==> src/hw/rtl/rsb_pkg.sv <==
// Shared constants, widths and controller/datapath interface types for the sprite blitter.
package rsb_pkg;

	// Largest sprite side; wider or taller requests saturate to this
	localparam int MAX_DIM     = 32;
	// Sprite store depth in bytes (a power of two, so the address wraps by truncation)
	localparam int STORE_BYTES = 128;

	// Field widths fixed by the interface
	localparam int POS_W   = 10;
	localparam int SIZE_W  = 6;
	localparam int TRIG_W  = 16;
	localparam int SCR_W   = 11;
	localparam int MASK_W  = 64;
	localparam int BADDR_W = 7;
	localparam int BYTE_W  = 8;
	localparam int FRAC_W  = 14;

	// Derived widths
	localparam int ADDR_W  = $clog2(STORE_BYTES);
	localparam int DIM_W   = $clog2(MAX_DIM + 1);
	localparam int RAD_W   = $clog2(MAX_DIM + 1);
	localparam int SPAN_W  = RAD_W + 1;
	localparam int NSQ_W   = $clog2(2 * MAX_DIM * MAX_DIM + 1);
	localparam int ROOT_W  = $clog2(2 * MAX_DIM + 1);
	localparam int PROD_W  = RAD_W + 1 + TRIG_W;
	localparam int ACC_W   = TRIG_W + 2 + $clog2(MAX_DIM + 1) + 1;
	localparam int IX_W    = ACC_W - FRAC_W - 1;
	localparam int BPR_W   = $clog2(MAX_DIM / 8 + 2);
	localparam int AF_W    = DIM_W + BPR_W + 1;
	localparam int BSEL_W  = $clog2(BYTE_W);
	localparam int KIDX_W  = $clog2(MASK_W);

	// Action codes
	localparam logic ACT_LOAD = 1'b0;
	localparam logic ACT_DRAW = 1'b1;

	// Controller to datapath commands
	typedef struct packed {
		logic              load;
		logic              capture;
		logic              root_step;
		logic              set_rad;
		logic              mul;
		logic              init;
		logic              pix;
		logic              eor;
		logic              lastrow;
		logic [SPAN_W-1:0] k;
	} rsb_cmd_t;

	// Datapath to controller status
	typedef struct packed {
		logic              root_done;
		logic [SPAN_W-1:0] span;
	} rsb_stat_t;

endpackage

==> src/hw/rtl/rsb_ram.sv <==
// Generic single-write, single-read RAM with registered read data.
module rsb_ram #(
	parameter int WIDTH = 8,
	parameter int DEPTH = 128
) (
	input  logic                     clk,
	input  logic                     we,
	input  logic [$clog2(DEPTH)-1:0] waddr,
	input  logic [WIDTH-1:0]         wdata,
	input  logic [$clog2(DEPTH)-1:0] raddr,
	output logic [WIDTH-1:0]         rdata
);

	logic [WIDTH-1:0] mem [DEPTH];

	// Write port and registered read port
	always_ff @(posedge clk) begin
		if (we) begin
			mem[waddr] <= wdata;
		end
		rdata <= mem[raddr];
	end

endmodule

==> src/hw/rtl/rsb_ctrl.sv <==
// Sequencer for the sprite blitter: root search, setup and the row/pixel scan.
module rsb_ctrl import rsb_pkg::*; (
	input  logic      clk,
	input  logic      arst_n,
	input  logic      start,
	input  logic      action,
	input  rsb_stat_t stat,
	output rsb_cmd_t  cmd,
	output logic      busy
);

	typedef enum logic [2:0] {
		S_IDLE,
		S_ROOT,
		S_MUL,
		S_INIT,
		S_RUN,
		S_DRAIN
	} state_t;

	state_t            state_q;
	logic              busy_q;
	logic [SPAN_W-1:0] kx_q;
	logic [SPAN_W-1:0] ky_q;
	logic              accept;

	assign accept = start && !busy_q;
	assign busy   = busy_q;

	// Decode commands from state
	always_comb begin
		cmd           = '0;
		cmd.k         = kx_q;
		cmd.eor       = (kx_q == stat.span);
		cmd.lastrow   = (ky_q == stat.span);
		case (state_q)
			S_IDLE: begin
				cmd.load    = accept && (action == ACT_LOAD);
				cmd.capture = accept && (action == ACT_DRAW);
			end
			S_ROOT: begin
				cmd.root_step = !stat.root_done;
				cmd.set_rad   = stat.root_done;
			end
			S_MUL:   cmd.mul  = 1'b1;
			S_INIT:  cmd.init = 1'b1;
			S_RUN:   cmd.pix  = 1'b1;
			S_DRAIN: cmd.pix  = 1'b0;
			default: cmd.pix  = 1'b0;
		endcase
	end

	// Hold state, busy flag and scan counters
	always_ff @(posedge clk or negedge arst_n) begin
		if (!arst_n) begin
			state_q <= S_IDLE;
			busy_q  <= 1'b0;
			kx_q    <= '0;
			ky_q    <= '0;
		end else begin
			case (state_q)
				S_IDLE: begin
					if (accept && (action == ACT_DRAW)) begin
						state_q <= S_ROOT;
						busy_q  <= 1'b1;
					end
				end
				S_ROOT: begin
					if (stat.root_done) begin
						state_q <= S_MUL;
					end
				end
				S_MUL: state_q <= S_INIT;
				S_INIT: begin
					kx_q    <= '0;
					ky_q    <= '0;
					state_q <= S_RUN;
				end
				S_RUN: begin
					if (cmd.eor) begin
						kx_q <= '0;
						ky_q <= ky_q + SPAN_W'(1);
						if (cmd.lastrow) begin
							state_q <= S_DRAIN;
						end
					end else begin
						kx_q <= kx_q + SPAN_W'(1);
					end
				end
				S_DRAIN: begin
					state_q <= S_IDLE;
					busy_q  <= 1'b0;
				end
				default: begin
					state_q <= S_IDLE;
					busy_q  <= 1'b0;
				end
			endcase
		end
	end

endmodule

==> src/hw/rtl/rsb_dp.sv <==
// Datapath for the sprite blitter: sprite store, root unit, coordinate walk and row masks.
module rsb_dp import rsb_pkg::*; (
	input  logic                     clk,
	input  logic                     arst_n,
	input  rsb_cmd_t                 cmd,
	output rsb_stat_t                stat,
	input  logic [BADDR_W-1:0]       byte_addr,
	input  logic [BYTE_W-1:0]        byte_data,
	input  logic signed [POS_W-1:0]  pos_x,
	input  logic signed [POS_W-1:0]  pos_y,
	input  logic [SIZE_W-1:0]        sprite_width,
	input  logic [SIZE_W-1:0]        sprite_height,
	input  logic signed [TRIG_W-1:0] cos_q,
	input  logic signed [TRIG_W-1:0] sin_q,
	output logic                     strobe,
	output logic signed [SCR_W-1:0]  row_y,
	output logic signed [SCR_W-1:0]  left_x,
	output logic [MASK_W-1:0]        row_mask,
	output logic                     last
);

	// Draw parameters
	logic signed [POS_W-1:0]  px_q, py_q;
	logic [DIM_W-1:0]         w_q, h_q;
	logic signed [TRIG_W-1:0] c_q, s_q;
	logic [NSQ_W-1:0]         n_q;
	logic [ROOT_W-1:0]        root_q;
	logic [RAD_W-1:0]         rad_q;
	logic signed [PROD_W-1:0] rc_q, rs_q;
	logic signed [ACC_W-1:0]  sx_row_q, sy_row_q, sx_q, sy_q;
	logic signed [SCR_W-1:0]  rowy_q;

	// Pipeline and output registers
	logic                     pv_s1, eor_s1, last_s1;
	logic [BSEL_W-1:0]        bsel_s1;
	logic [KIDX_W-1:0]        k_s1;
	logic [MASK_W-1:0]        mask_q;
	logic                     strobe_q;

	// Combinational helpers
	logic [DIM_W-1:0]         w_sat, h_sat;
	logic [NSQ_W-1:0]         nsq_c;
	logic [ROOT_W:0]          root_nx;
	logic [2*ROOT_W+1:0]      root_sq;
	logic signed [PROD_W-1:0] rc_c, rs_c;
	logic signed [ACC_W-1:0]  wq13, hq13;
	logic                     x_ok, y_ok, in_x, in_y;
	logic [IX_W-1:0]          ix_full, iy_full;
	logic [DIM_W-1:0]         ix, iy;
	logic [BPR_W-1:0]         bpr;
	logic [AF_W-1:0]          addr_full;
	logic [ADDR_W-1:0]        rd_addr;
	logic [BYTE_W-1:0]        rd_data;
	logic                     hit;
	logic [MASK_W-1:0]        bitvec;

	// Saturate sprite size and form w*w + h*h
	assign w_sat = (sprite_width  > MAX_DIM) ? DIM_W'(MAX_DIM) : DIM_W'(sprite_width);
	assign h_sat = (sprite_height > MAX_DIM) ? DIM_W'(MAX_DIM) : DIM_W'(sprite_height);
	assign nsq_c = NSQ_W'(w_sat) * NSQ_W'(w_sat) + NSQ_W'(h_sat) * NSQ_W'(h_sat);

	// Integer square root by upward search
	assign root_nx        = (ROOT_W + 1)'(root_q) + (ROOT_W + 1)'(1);
	assign root_sq        = (2 * ROOT_W + 2)'(root_nx) * (2 * ROOT_W + 2)'(root_nx);
	assign stat.root_done = root_sq > (2 * ROOT_W + 2)'(n_q);
	assign stat.span      = SPAN_W'({rad_q, 1'b0});

	// Radius times cosine and sine
	assign rc_c = $signed({1'b0, rad_q}) * c_q;
	assign rs_c = $signed({1'b0, rad_q}) * s_q;
	assign wq13 = ACC_W'($signed({1'b0, w_q, {(FRAC_W - 1){1'b0}}}));
	assign hq13 = ACC_W'($signed({1'b0, h_q, {(FRAC_W - 1){1'b0}}}));

	// Truncate source coordinates toward zero and test bounds
	assign x_ok    = !sx_q[ACC_W-1] ||
	                 ((&sx_q[ACC_W-1:FRAC_W]) && (|sx_q[FRAC_W-1:0]));
	assign y_ok    = !sy_q[ACC_W-1] ||
	                 ((&sy_q[ACC_W-1:FRAC_W]) && (|sy_q[FRAC_W-1:0]));
	assign ix_full = sx_q[ACC_W-1] ? '0 : sx_q[ACC_W-2:FRAC_W];
	assign iy_full = sy_q[ACC_W-1] ? '0 : sy_q[ACC_W-2:FRAC_W];
	assign in_x    = x_ok && (ix_full < IX_W'(w_q));
	assign in_y    = y_ok && (iy_full < IX_W'(h_q));
	assign ix      = DIM_W'(ix_full);
	assign iy      = DIM_W'(iy_full);

	// Byte address of the source pixel
	assign bpr       = BPR_W'(({1'b0, w_q} + (DIM_W + 1)'(7)) >> 3);
	assign addr_full = AF_W'(iy) * AF_W'(bpr) + AF_W'(ix >> 3);
	assign rd_addr   = ADDR_W'(addr_full);

	rsb_ram #(
		.WIDTH (BYTE_W),
		.DEPTH (STORE_BYTES)
	) u_store (
		.clk   (clk),
		.we    (cmd.load),
		.waddr (ADDR_W'(byte_addr)),
		.wdata (byte_data),
		.raddr (rd_addr),
		.rdata (rd_data)
	);

	// Select the pixel bit once the byte is back
	assign hit    = pv_s1 && rd_data[bsel_s1];
	assign bitvec = hit ? (MASK_W'(1) << k_s1) : '0;

	// Capture draw, run root search, set up and walk source coordinates
	always_ff @(posedge clk) begin
		if (cmd.capture) begin
			px_q   <= pos_x;
			py_q   <= pos_y;
			w_q    <= w_sat;
			h_q    <= h_sat;
			c_q    <= cos_q;
			s_q    <= sin_q;
			n_q    <= nsq_c;
			root_q <= '0;
		end
		if (cmd.root_step) begin
			root_q <= ROOT_W'(root_nx);
		end
		if (cmd.set_rad) begin
			rad_q <= RAD_W'(root_q >> 1) + RAD_W'(2);
		end
		if (cmd.mul) begin
			rc_q <= rc_c;
			rs_q <= rs_c;
		end
		if (cmd.init) begin
			sx_row_q <= wq13 - ACC_W'(rc_q) - ACC_W'(rs_q);
			sy_row_q <= hq13 + ACC_W'(rs_q) - ACC_W'(rc_q);
			sx_q     <= wq13 - ACC_W'(rc_q) - ACC_W'(rs_q);
			sy_q     <= hq13 + ACC_W'(rs_q) - ACC_W'(rc_q);
		end
		if (cmd.pix) begin
			if (cmd.eor) begin
				sx_row_q <= sx_row_q + ACC_W'(s_q);
				sy_row_q <= sy_row_q + ACC_W'(c_q);
				sx_q     <= sx_row_q + ACC_W'(s_q);
				sy_q     <= sy_row_q + ACC_W'(c_q);
			end else begin
				sx_q <= sx_q + ACC_W'(c_q);
				sy_q <= sy_q - ACC_W'(s_q);
			end
		end
		bsel_s1 <= BSEL_W'(~ix[BSEL_W-1:0]);
		k_s1    <= KIDX_W'(cmd.k);
		last_s1 <= cmd.lastrow;
	end

	// Track pixel-stage control
	always_ff @(posedge clk or negedge arst_n) begin
		if (!arst_n) begin
			pv_s1    <= 1'b0;
			eor_s1   <= 1'b0;
			strobe_q <= 1'b0;
		end else begin
			pv_s1    <= cmd.pix && in_x && in_y;
			eor_s1   <= cmd.pix && cmd.eor;
			strobe_q <= eor_s1;
		end
	end

	// Accumulate row mask and emit one transaction per destination row
	always_ff @(posedge clk) begin
		if (cmd.init) begin
			mask_q <= '0;
			rowy_q <= SCR_W'(py_q) - SCR_W'(rad_q);
			left_x <= SCR_W'(px_q) - SCR_W'(rad_q);
		end else if (eor_s1) begin
			mask_q   <= '0;
			row_mask <= mask_q | bitvec;
			row_y    <= rowy_q;
			last     <= last_s1;
			rowy_q   <= rowy_q + SCR_W'(1);
		end else begin
			mask_q <= mask_q | bitvec;
		end
	end

	assign strobe = strobe_q;

endmodule

==> src/hw/rtl/rotated_sprite_blitter.sv <==
// Rotated 1-bit sprite blitter: top level joining the sequencer and the datapath.
//
// Usage: a transaction is taken when start is high and busy is low. With action
// low it writes byte_data into the sprite store at byte_addr and busy stays
// low. With action high it draws the stored sprite rotated about its centre by
// the given cosine and sine (signed Q2.14), nearest-neighbour.
// A draw first finds R = floor(isqrt(w*w + h*h) / 2) + 2 with an upward root
// search, multiplies R by the cosine and sine and sets up the walk, then scans
// the (2R+1) by (2R+1) destination square at one pixel per cycle through the
// store's single read port, one row mask per destination row. Busy stays high
// while the draw runs and falls once the scan is done. Each row is shown for
// one cycle with strobe high; the receiver cannot stall it, and last marks the
// final row. The last row may appear in the cycle when busy has already fallen.
// Reset clears the sequencer; the sprite store holds no defined contents until
// loaded, and drawing unloaded bytes is not allowed.
module rotated_sprite_blitter import rsb_pkg::*; (
	input  logic                     clk,
	input  logic                     arst_n,
	input  logic                     start,
	output logic                     busy,
	input  logic                     action,
	input  logic [BADDR_W-1:0]       byte_addr,
	input  logic [BYTE_W-1:0]        byte_data,
	input  logic signed [POS_W-1:0]  pos_x,
	input  logic signed [POS_W-1:0]  pos_y,
	input  logic [SIZE_W-1:0]        sprite_width,
	input  logic [SIZE_W-1:0]        sprite_height,
	input  logic signed [TRIG_W-1:0] cos_q,
	input  logic signed [TRIG_W-1:0] sin_q,
	output logic                     strobe,
	output logic signed [SCR_W-1:0]  row_y,
	output logic signed [SCR_W-1:0]  left_x,
	output logic [MASK_W-1:0]        row_mask,
	output logic                     last
);

	rsb_cmd_t  cmd;
	rsb_stat_t stat;

	rsb_ctrl u_ctrl (
		.clk    (clk),
		.arst_n (arst_n),
		.start  (start),
		.action (action),
		.stat   (stat),
		.cmd    (cmd),
		.busy   (busy)
	);

	rsb_dp u_dp (
		.clk           (clk),
		.arst_n        (arst_n),
		.cmd           (cmd),
		.stat          (stat),
		.byte_addr     (byte_addr),
		.byte_data     (byte_data),
		.pos_x         (pos_x),
		.pos_y         (pos_y),
		.sprite_width  (sprite_width),
		.sprite_height (sprite_height),
		.cos_q         (cos_q),
		.sin_q         (sin_q),
		.strobe        (strobe),
		.row_y         (row_y),
		.left_x        (left_x),
		.row_mask      (row_mask),
		.last          (last)
	);

	// A draw transaction must raise busy in the next cycle
	a_draw_busy: assert property (@(posedge clk) disable iff (!arst_n)
		start && !busy && (action == ACT_DRAW) |=> busy)
		else $error("draw accepted without raising busy");

	// A row other than the final one leaves while the scan is still running
	a_row_busy: assert property (@(posedge clk) disable iff (!arst_n)
		strobe && !last |-> busy)
		else $error("non-final row emitted after scan ended");

	// No row directly follows the final row of a draw
	a_last_gap: assert property (@(posedge clk) disable iff (!arst_n)
		strobe && last |=> !strobe)
		else $error("row emitted right after final row");

	// Loads are issued only when the block is idle
	a_load_idle: assert property (@(posedge clk) disable iff (!arst_n)
		cmd.load |-> !busy && !cmd.pix)
		else $error("store write during a draw");

endmodule

==> config.mk <==
export PLATFORM = sky130hd
export DESIGN_NAME = rotated_sprite_blitter
export DESIGN_NICKNAME = d
export VERILOG_FILES = /design/src/hw/rtl/rsb_pkg.sv /design/src/hw/rtl/rsb_ram.sv /design/src/hw/rtl/rsb_ctrl.sv /design/src/hw/rtl/rsb_dp.sv /design/src/hw/rtl/rotated_sprite_blitter.sv
export SDC_FILE = /design/constraint.sdc
export NUM_CORES = 2
export LEC_CHECK = 0
export BUFFER_PORTS_ARGS = -buffer_cell sky130_fd_sc_hd__buf_2
export CAP_MARGIN = 20
export CORE_MARGIN = 5
export CORE_UTILIZATION = 30
export CTS_CLUSTER_DIAMETER = 60
export DETAILED_ROUTE_END_ITERATION = 16
export PLACE_DENSITY = 0.56
export SYNTH_ARGS = -nofsm -noshare
export SYNTH_HDL_FRONTEND = slang
export SYNTH_HIERARCHICAL = 1
export SYNTH_SLANG_ARGS = --single-unit
==> constraint.sdc <==
create_clock -name clk -period 6.5 [get_ports clk]
set_input_delay 0 -clock clk [delete_from_list [all_inputs] [get_ports clk]]
set_output_delay 0 -clock clk [all_outputs]
set_load 0.05 [all_outputs]
**Yosys cells after proc, flatten, opt, wreduce, memory -nomap -nowiden**

Memory sizes are Yosys's and may differ from the RTL's. A register that Yosys moved wholly into a read port is not among the register bits.
Index checks and enable logic that the tools add are counted.

- Register bits: 428
- Latch bits: 0
- Memory bits (writable): 1024
- ROM bits: 0
- Memories: 1

Memories:

| name | depth | bits a word | rd ports | clocked after Yosys merged registers in | wr ports | RTL line | text |
|---|---|---|---|---|---|---|---|
| u_dp.u_store.mem | 128 | 8 | 1 | 1 | 1 | rsb_ram.sv:14 | `logic [WIDTH-1:0] mem [DEPTH];` |

- Add/subtract/negate cells: 18
- $mul: 6
- Div/mod/pow operators: 0
- Order comparisons: 6
- Eq/ne operators: 10
- Shift operators: 1
- Muxes and demuxes: 41
- Bitwise gates (word level): 5
- Reductions and logical operators: 32

Operators with widths:

| operator | count |
|---|---|
| $mux W25 | 12 |
| $add A25 B16 Y25 | 3 |
| $mux W64 | 1 |
| $or A64 B64 Y64 | 1 |
| $shl A1 B6 Y64 const A | 1 |
| $sub A24 B23 Y25 | 2 |
| $mul A7 B16 Y23 | 2 |
| $mux W7 | 4 |
| $pmux W7 S2 | 2 |
| $reduce_or A14 Y1 | 2 |
| $sub A25 B16 Y25 | 1 |
| $add A20 B23 Y24 | 1 |
| $mul A6 B6 Y12 | 2 |
| $sub A20 B23 Y24 | 1 |
| $mux W11 | 2 |
| $reduce_and A11 Y1 | 2 |
| $sub A10 B7 Y11 | 2 |
| $lt A10 B6 Y1 | 2 |
| $mux W10 | 2 |
| $gt A16 B12 Y1 | 1 |
| $mul A8 B8 Y16 | 1 |
| $pmux W3 S5 | 1 |
| $add A7 B1 Y7 const B | 2 |
| $eq A7 B7 Y1 | 2 |
| 30 further kinds | 67 |

**Depth between registers and ports, before layout**

- Word-level depth: 6
- Gate-level depth with buffers: 28

**Modules after synthesis**

Netlist, hierarchy kept.

Modules (own cells, without submodules):

| module | instances | cells each | area an instance (um^2) | seq. area each (um^2) |
|---|---|---|---|---|
| rsb_ram | 1 | 1635 | 39665.5 | 30909.6 |
| rsb_dp | 1 | 3453 | 33941.3 | 11055.6 |
| rsb_ctrl | 1 | 126 | 1194.9 | 450.4 |

**Worst setup path after synthesis**

No wires, ideal clock.

- Kind: register to register
- From: register u_dp.root_q[0]
- To: register u_dp.root_q[0] (enable)
- Arrival: 6.384 ns
- Path slack: -0.193 ns
- Stages on the path, launching flop included: 25
- Buffers on the path: 0
- Clock period less this slack: 6.693 ns
- Path through: edfxtp_1 > ha_1 > nand4_1 > xor2_1 > or2_2 > inv_1 > fa_1 > fa_1 > inv_1 > fa_1 > fa_1 > inv_1 > ha_1 > or2_2 > a31oi_1 > xnor2_1 > ha_1 > a21o_1 > a21oi_1 > o21ai_0 > o41ai_1 > o211a_1 > o211ai_1 > nor4b_1 > or2_2

RTL lines:

| what | RTL line | text |
|---|---|---|
| start: declaration | rsb_dp.sv:27 | `logic [ROOT_W-1:0] root_q;` |
| start signal: assignment | rsb_dp.sv:120 | `root_q <= ROOT_W'(root_nx);` |

==> results by group <==
Logic synthesis
  • Flop and latch count out of synthesis: 1460
  • Yosys synthesis warning count: 6
  • Sequential fraction of the synthesis area: 56.7%
  • Number of flops mapped to enable cells by yosys: 1307
  • Number of instances in the synthesized netlist: 5214
  • Mean instance size in the synthesized netlist: 14.3 sq um
  • Post-synthesis cell area: 74800 sq um
  • Cells taking the most area after synthesis: sky130_fd_sc_hd__edfxtp_1 (52%), sky130_fd_sc_hd__mux4_2 (10%), sky130_fd_sc_hd__ha_1 (6.2%)
  • Share of synthesized registers carrying an async set or reset: 1.44%
  • Commonest cells in the synthesized netlist: sky130_fd_sc_hd__edfxtp_1 (1307), sky130_fd_sc_hd__inv_1 (419), sky130_fd_sc_hd__ha_1 (368), sky130_fd_sc_hd__nor2_1 (364), sky130_fd_sc_hd__mux4_2 (338)
  • Synth top area share: 52.5%
  • Primary FF master, synth: sky130_fd_sc_hd__edfxtp_1
  • Cell with the most instances after synthesis: sky130_fd_sc_hd__edfxtp_1
  • Leading area contributor after synthesis: sky130_fd_sc_hd__edfxtp_1
  • Cell variety after synth: 109

Placement
  • Dpl ws: -0.194 ns
  • Routability cong.: 0.865
  • Number of cells after detailed placement: 8671
  • Detailed Place HPWL: 132 mm
  • Number of I/O port buffers: 171
  • Standard cell area after detailed placement: 80300 sq um

Worst setup path
  • Category of the worst setup path launch point: flip-flop
  • Reg-to-reg endpoint: u_dp/root_q[0]
  • Data required time at the worst endpoint: 6.96 ns
  • Worst Setup End Kind: flip-flop
  • Start-to-end type of the worst setup path: reg2reg
  • Arrival time of the worst setup path: 6.76 ns
  • Worst reg2reg startpoint: u_dp/root_q[3]
  • R2R depth: 27
  • Reg-to-reg setup timing slack: 0.20 ns
  • CP Max Fanout: 7

Routing
  • DR vias: 44758
  • Antenna violation net count after detailed routing: 0
  • Total detailed-routing wirelength: 194 mm
  • First-pass detailed-route iteration total: 5
  • Number of vias per cell after detailed routing: 4.90
  • Average detailed-routed wire length per instance: 21.2 um
  • Number of remaining DRC errors: 0
  • Initial detailed-routing violation count: 3535

Floorplan
  • Die H: 509 um
  • Top-Level Pins: 172
  • Total die area: 259000 sq um
  • Starting density of the core: 30.1%
  • Die X-Extent: 509 um
  • Placeable core region: 248000 sq um
  • Row Count: 183

Clock network
  • CTS tree: done
  • CTS root buffer: sky130_fd_sc_hd__clkbuf_16
  • CTS sink count: 1460
  • Longest Clk Path Bufs: 3
  • Clock transition at the register clock pins on the worst setup and hold paths after CTS: 0.06 ns
  • Clock latency of the later-clocked register in the worst-skew pair: 0.81 ns
  • H-tree depth reported by CTS: 4
  • TritonCTS Buffers: 160

Timing
  • Hold Fails Final Rpt: 0
  • Max-slew headroom at the worst pin: 25.5%
  • Final critical-path share of the clock period: 96.9%
  • Total count of max-transition violations in the final report: 0
  • Worst path setup slack after routing: 0.202 ns
  • Actual slew at the worst max-slew pin: 1.12 ns
  • Number of failing setup endpoints in the final timing report: 0
  • Setup Skew: 0.0534 ns
  • RSZ-0062 raised after global routing: yes
  • Top achievable clock speed: 159 MHz
  • Fin crit period: 6.30 ns
  • Post-Route Setup TNS: 0 ns

Cells and area
  • Fin nets: 6321
  • Finished layout cell area: 87700 sq um
  • Share of final-layout standard cells stronger than drive strength 1: 17.6%
  • Area of combinational cells with multiple inputs: 30500 sq um
  • Filler cells: 23659
  • Register area: 42400 sq um
  • Final Non-Filler Cells: 9125
  • Area growth from synthesis to layout: 17.2%

Hold path
  • Critical hold path startpoint: cos_q[15]
  • Type of the worst min-delay path: in2reg
  • Terminating pin of the worst hold path: u_dp/c_q[15]
  • Hold path cells: 2

Global routing
  • Number of antenna violations at the first check in global routing: 8
  • Global router's overall resource usage: 14.7%
  • Global-route wire length before repair: 292 mm
  • Total grt overflow: 0
  • Via count of the first global-routing pass: 45982
  • Largest net degree at the start of global routing: 101

Run
  • Number of max-cap violations: 0

Outcome
  • Run status: finished clean
## critical path, stage by stage, from the launching register on
cell and delay (ns):
sky130_fd_sc_hd__edfxtp_1 0.45, sky130_fd_sc_hd__buf_6 0.16, sky130_fd_sc_hd__buf_4 0.13, sky130_fd_sc_hd__xor2_1 0.25, sky130_fd_sc_hd__inv_2 0.08, sky130_fd_sc_hd__buf_4 0.15
sky130_fd_sc_hd__buf_4 0.13, sky130_fd_sc_hd__nand2b_1 0.08, sky130_fd_sc_hd__fa_1 0.44, sky130_fd_sc_hd__inv_2 0.09, sky130_fd_sc_hd__fa_1 0.43, sky130_fd_sc_hd__fa_1 0.49
sky130_fd_sc_hd__inv_1 0.05, sky130_fd_sc_hd__fa_1 0.54, sky130_fd_sc_hd__inv_1 0.04, sky130_fd_sc_hd__ha_2 0.29, sky130_fd_sc_hd__buf_6 0.13, sky130_fd_sc_hd__a31oi_4 0.20
sky130_fd_sc_hd__xnor2_2 0.13, sky130_fd_sc_hd__ha_1 0.26, sky130_fd_sc_hd__a21o_1 0.19, sky130_fd_sc_hd__a21oi_2 0.10, sky130_fd_sc_hd__o21ai_1 0.08, sky130_fd_sc_hd__o41ai_2 0.07
sky130_fd_sc_hd__o211a_1 0.21, sky130_fd_sc_hd__o211ai_1 0.21, sky130_fd_sc_hd__nor4b_2 0.32, sky130_fd_sc_hd__or2_4 0.24
## layout make-up
cell class,count,area share (%)
Timing Repair Buffer,437,3.88
Antenna cell,4,0.0114
Inverter,423,1.82
Clock inverter,107,1.52
Sequential cell,1460,48.4
Clock buffer,194,4.84
Tap cell,3330,4.75
Multi-Input combinational cell,3170,34.8
## how the worst max path moves through the flow
stage / startpoint / endpoint / slack [ns] / depth (start not counted)
5_1_grt: u_dp/root_q[2] / u_dp/root_q[0] / -0.06 / 28
6_report: u_dp/root_q[3] / u_dp/root_q[0] / 0.20 / 27
2_1_floorplan: u_dp/root_q[0] / u_dp/root_q[0] / 0.02 / 24
3_3_place_gp: u_dp/root_q[0] / u_dp/root_q[6] / -0.16 / 22
3_5_place_dp: u_dp/root_q[0] / u_dp/root_q[6] / -0.19 / 22
4_1_cts: u_dp/root_q[3] / u_dp/root_q[1] / 0.003 / 24
## cell usage in the layout (no fill, tap or decap), types with 13 or more instances in the layout
| cell | synthesis | final |
|---|---|---|
| sky130_fd_sc_hd__conb_1 | 2 | 18 |
| sky130_fd_sc_hd__or3_1 | 19 | 18 |
| sky130_fd_sc_hd__nor4_1 | 13 | 13 |
| sky130_fd_sc_hd__inv_1 | 419 | 411 |
| sky130_fd_sc_hd__nor2b_1 | 134 | 133 |
| sky130_fd_sc_hd__bufinv_16 | 0 | 20 |
| sky130_fd_sc_hd__o21ai_1 | 14 | 16 |
| sky130_fd_sc_hd__a31oi_1 | 28 | 27 |
| sky130_fd_sc_hd__clkbuf_1 | 115 | 26 |
| sky130_fd_sc_hd__and3_1 | 22 | 21 |
| sky130_fd_sc_hd__xnor2_1 | 173 | 166 |
| sky130_fd_sc_hd__ha_1 | 368 | 358 |
| sky130_fd_sc_hd__buf_2 | 15 | 164 |
| sky130_fd_sc_hd__nand3_1 | 60 | 57 |
| sky130_fd_sc_hd__a21o_1 | 146 | 146 |
| sky130_fd_sc_hd__a211oi_1 | 21 | 21 |
| sky130_fd_sc_hd__dlygate4sd3_1 | 0 | 134 |
| sky130_fd_sc_hd__nand2b_1 | 39 | 36 |
| sky130_fd_sc_hd__nor3_1 | 59 | 56 |
| sky130_fd_sc_hd__nand2_1 | 266 | 265 |
| sky130_fd_sc_hd__nor2_1 | 364 | 357 |
| sky130_fd_sc_hd__fa_1 | 218 | 217 |
| sky130_fd_sc_hd__o21bai_1 | 28 | 28 |
| sky130_fd_sc_hd__nand4_1 | 23 | 23 |
| sky130_fd_sc_hd__clkbuf_16 | 0 | 163 |
| sky130_fd_sc_hd__mux2_2 | 13 | 13 |
| sky130_fd_sc_hd__o21ai_0 | 151 | 148 |
| sky130_fd_sc_hd__dfxtp_1 | 132 | 132 |
| sky130_fd_sc_hd__dfrtp_1 | 21 | 21 |
| sky130_fd_sc_hd__edfxtp_1 | 1307 | 1307 |
| sky130_fd_sc_hd__and2_1 | 94 | 94 |
| sky130_fd_sc_hd__xor2_1 | 63 | 60 |
| sky130_fd_sc_hd__clkinv_1 | 1 | 24 |
| sky130_fd_sc_hd__a21oi_1 | 199 | 195 |
| sky130_fd_sc_hd__mux4_2 | 338 | 338 |
| sky130_fd_sc_hd__buf_4 | 13 | 120 |
| sky130_fd_sc_hd__mux2i_1 | 48 | 48 |
| sky130_fd_sc_hd__o211ai_1 | 21 | 21 |
| sky130_fd_sc_hd__o21a_1 | 32 | 32 |
| sky130_fd_sc_hd__clkinv_2 | 0 | 28 |
## kinds of logic (layout without fill, tap and decap cells)
logic type	count (synthesis)	in the layout	share of synthesized area, %
buffers and inverters	600	1161	3.15
adder cells (fa/ha/maj)	586	586	12.0
flip-flops	1460	1460	56.7
other	2	22	0.0100
XOR/XNOR	236	236	2.76
AND/OR/NAND/NOR	1159	1159	7.55
multiplexers	400	400	11.0
AO/OA/AOI/OAI	771	771	6.79
## registers in the layout, summed over array words and instances (netlist names), 16 cells and up
| name | count |
|---|---|
| u_dp/rc_q | 23 |
| u_dp/u_store/mem | 1024 |
| u_dp/mask_q | 64 |
| u_dp/sy_row_q | 25 |
| u_dp/c_q | 16 |
| u_dp/rs_q | 23 |
| u_dp/sx_q | 25 |
| u_dp/sx_row_q | 25 |
| u_dp/sy_q | 25 |
| u_dp/s_q | 16 |
| u_dp/row_mask | 64 |
## per-stage QoR
stage,util (%),hold slack (ns)
2_1_floorplan,-,-0.296
3_3_place_gp,32.3,0.0182
3_5_place_dp,32.3,0.0208
4_1_cts,35.1,0.0223
5_1_grt,35.3,0.0277
6_report,35.3,0.0302
## routing by layer
layer  part of all wire [%]  up-vias  GRT usage (%)
met4                    2.0        2           3.46
li1                       -    20265              -
met5                 0.0067        -              0
met3                    5.6      248           2.45
met2                     48     1230           24.6
met1                     44    23013           20.0
## repair_timing
action / 4_1_cts / 5_1_grt
pin swaps: 14 / 35
hold buffers: 135 / 0
hold endpoints to repair: 644 / 0
gates resized for setup: 15 / 54
buffers inserted: 2 / 10
setup endpoints to repair: 21 / 22
Power is left out: the tool's default activity adds up to more than one toggle a clock period on the data nets, which glitch-free logic cannot reach.
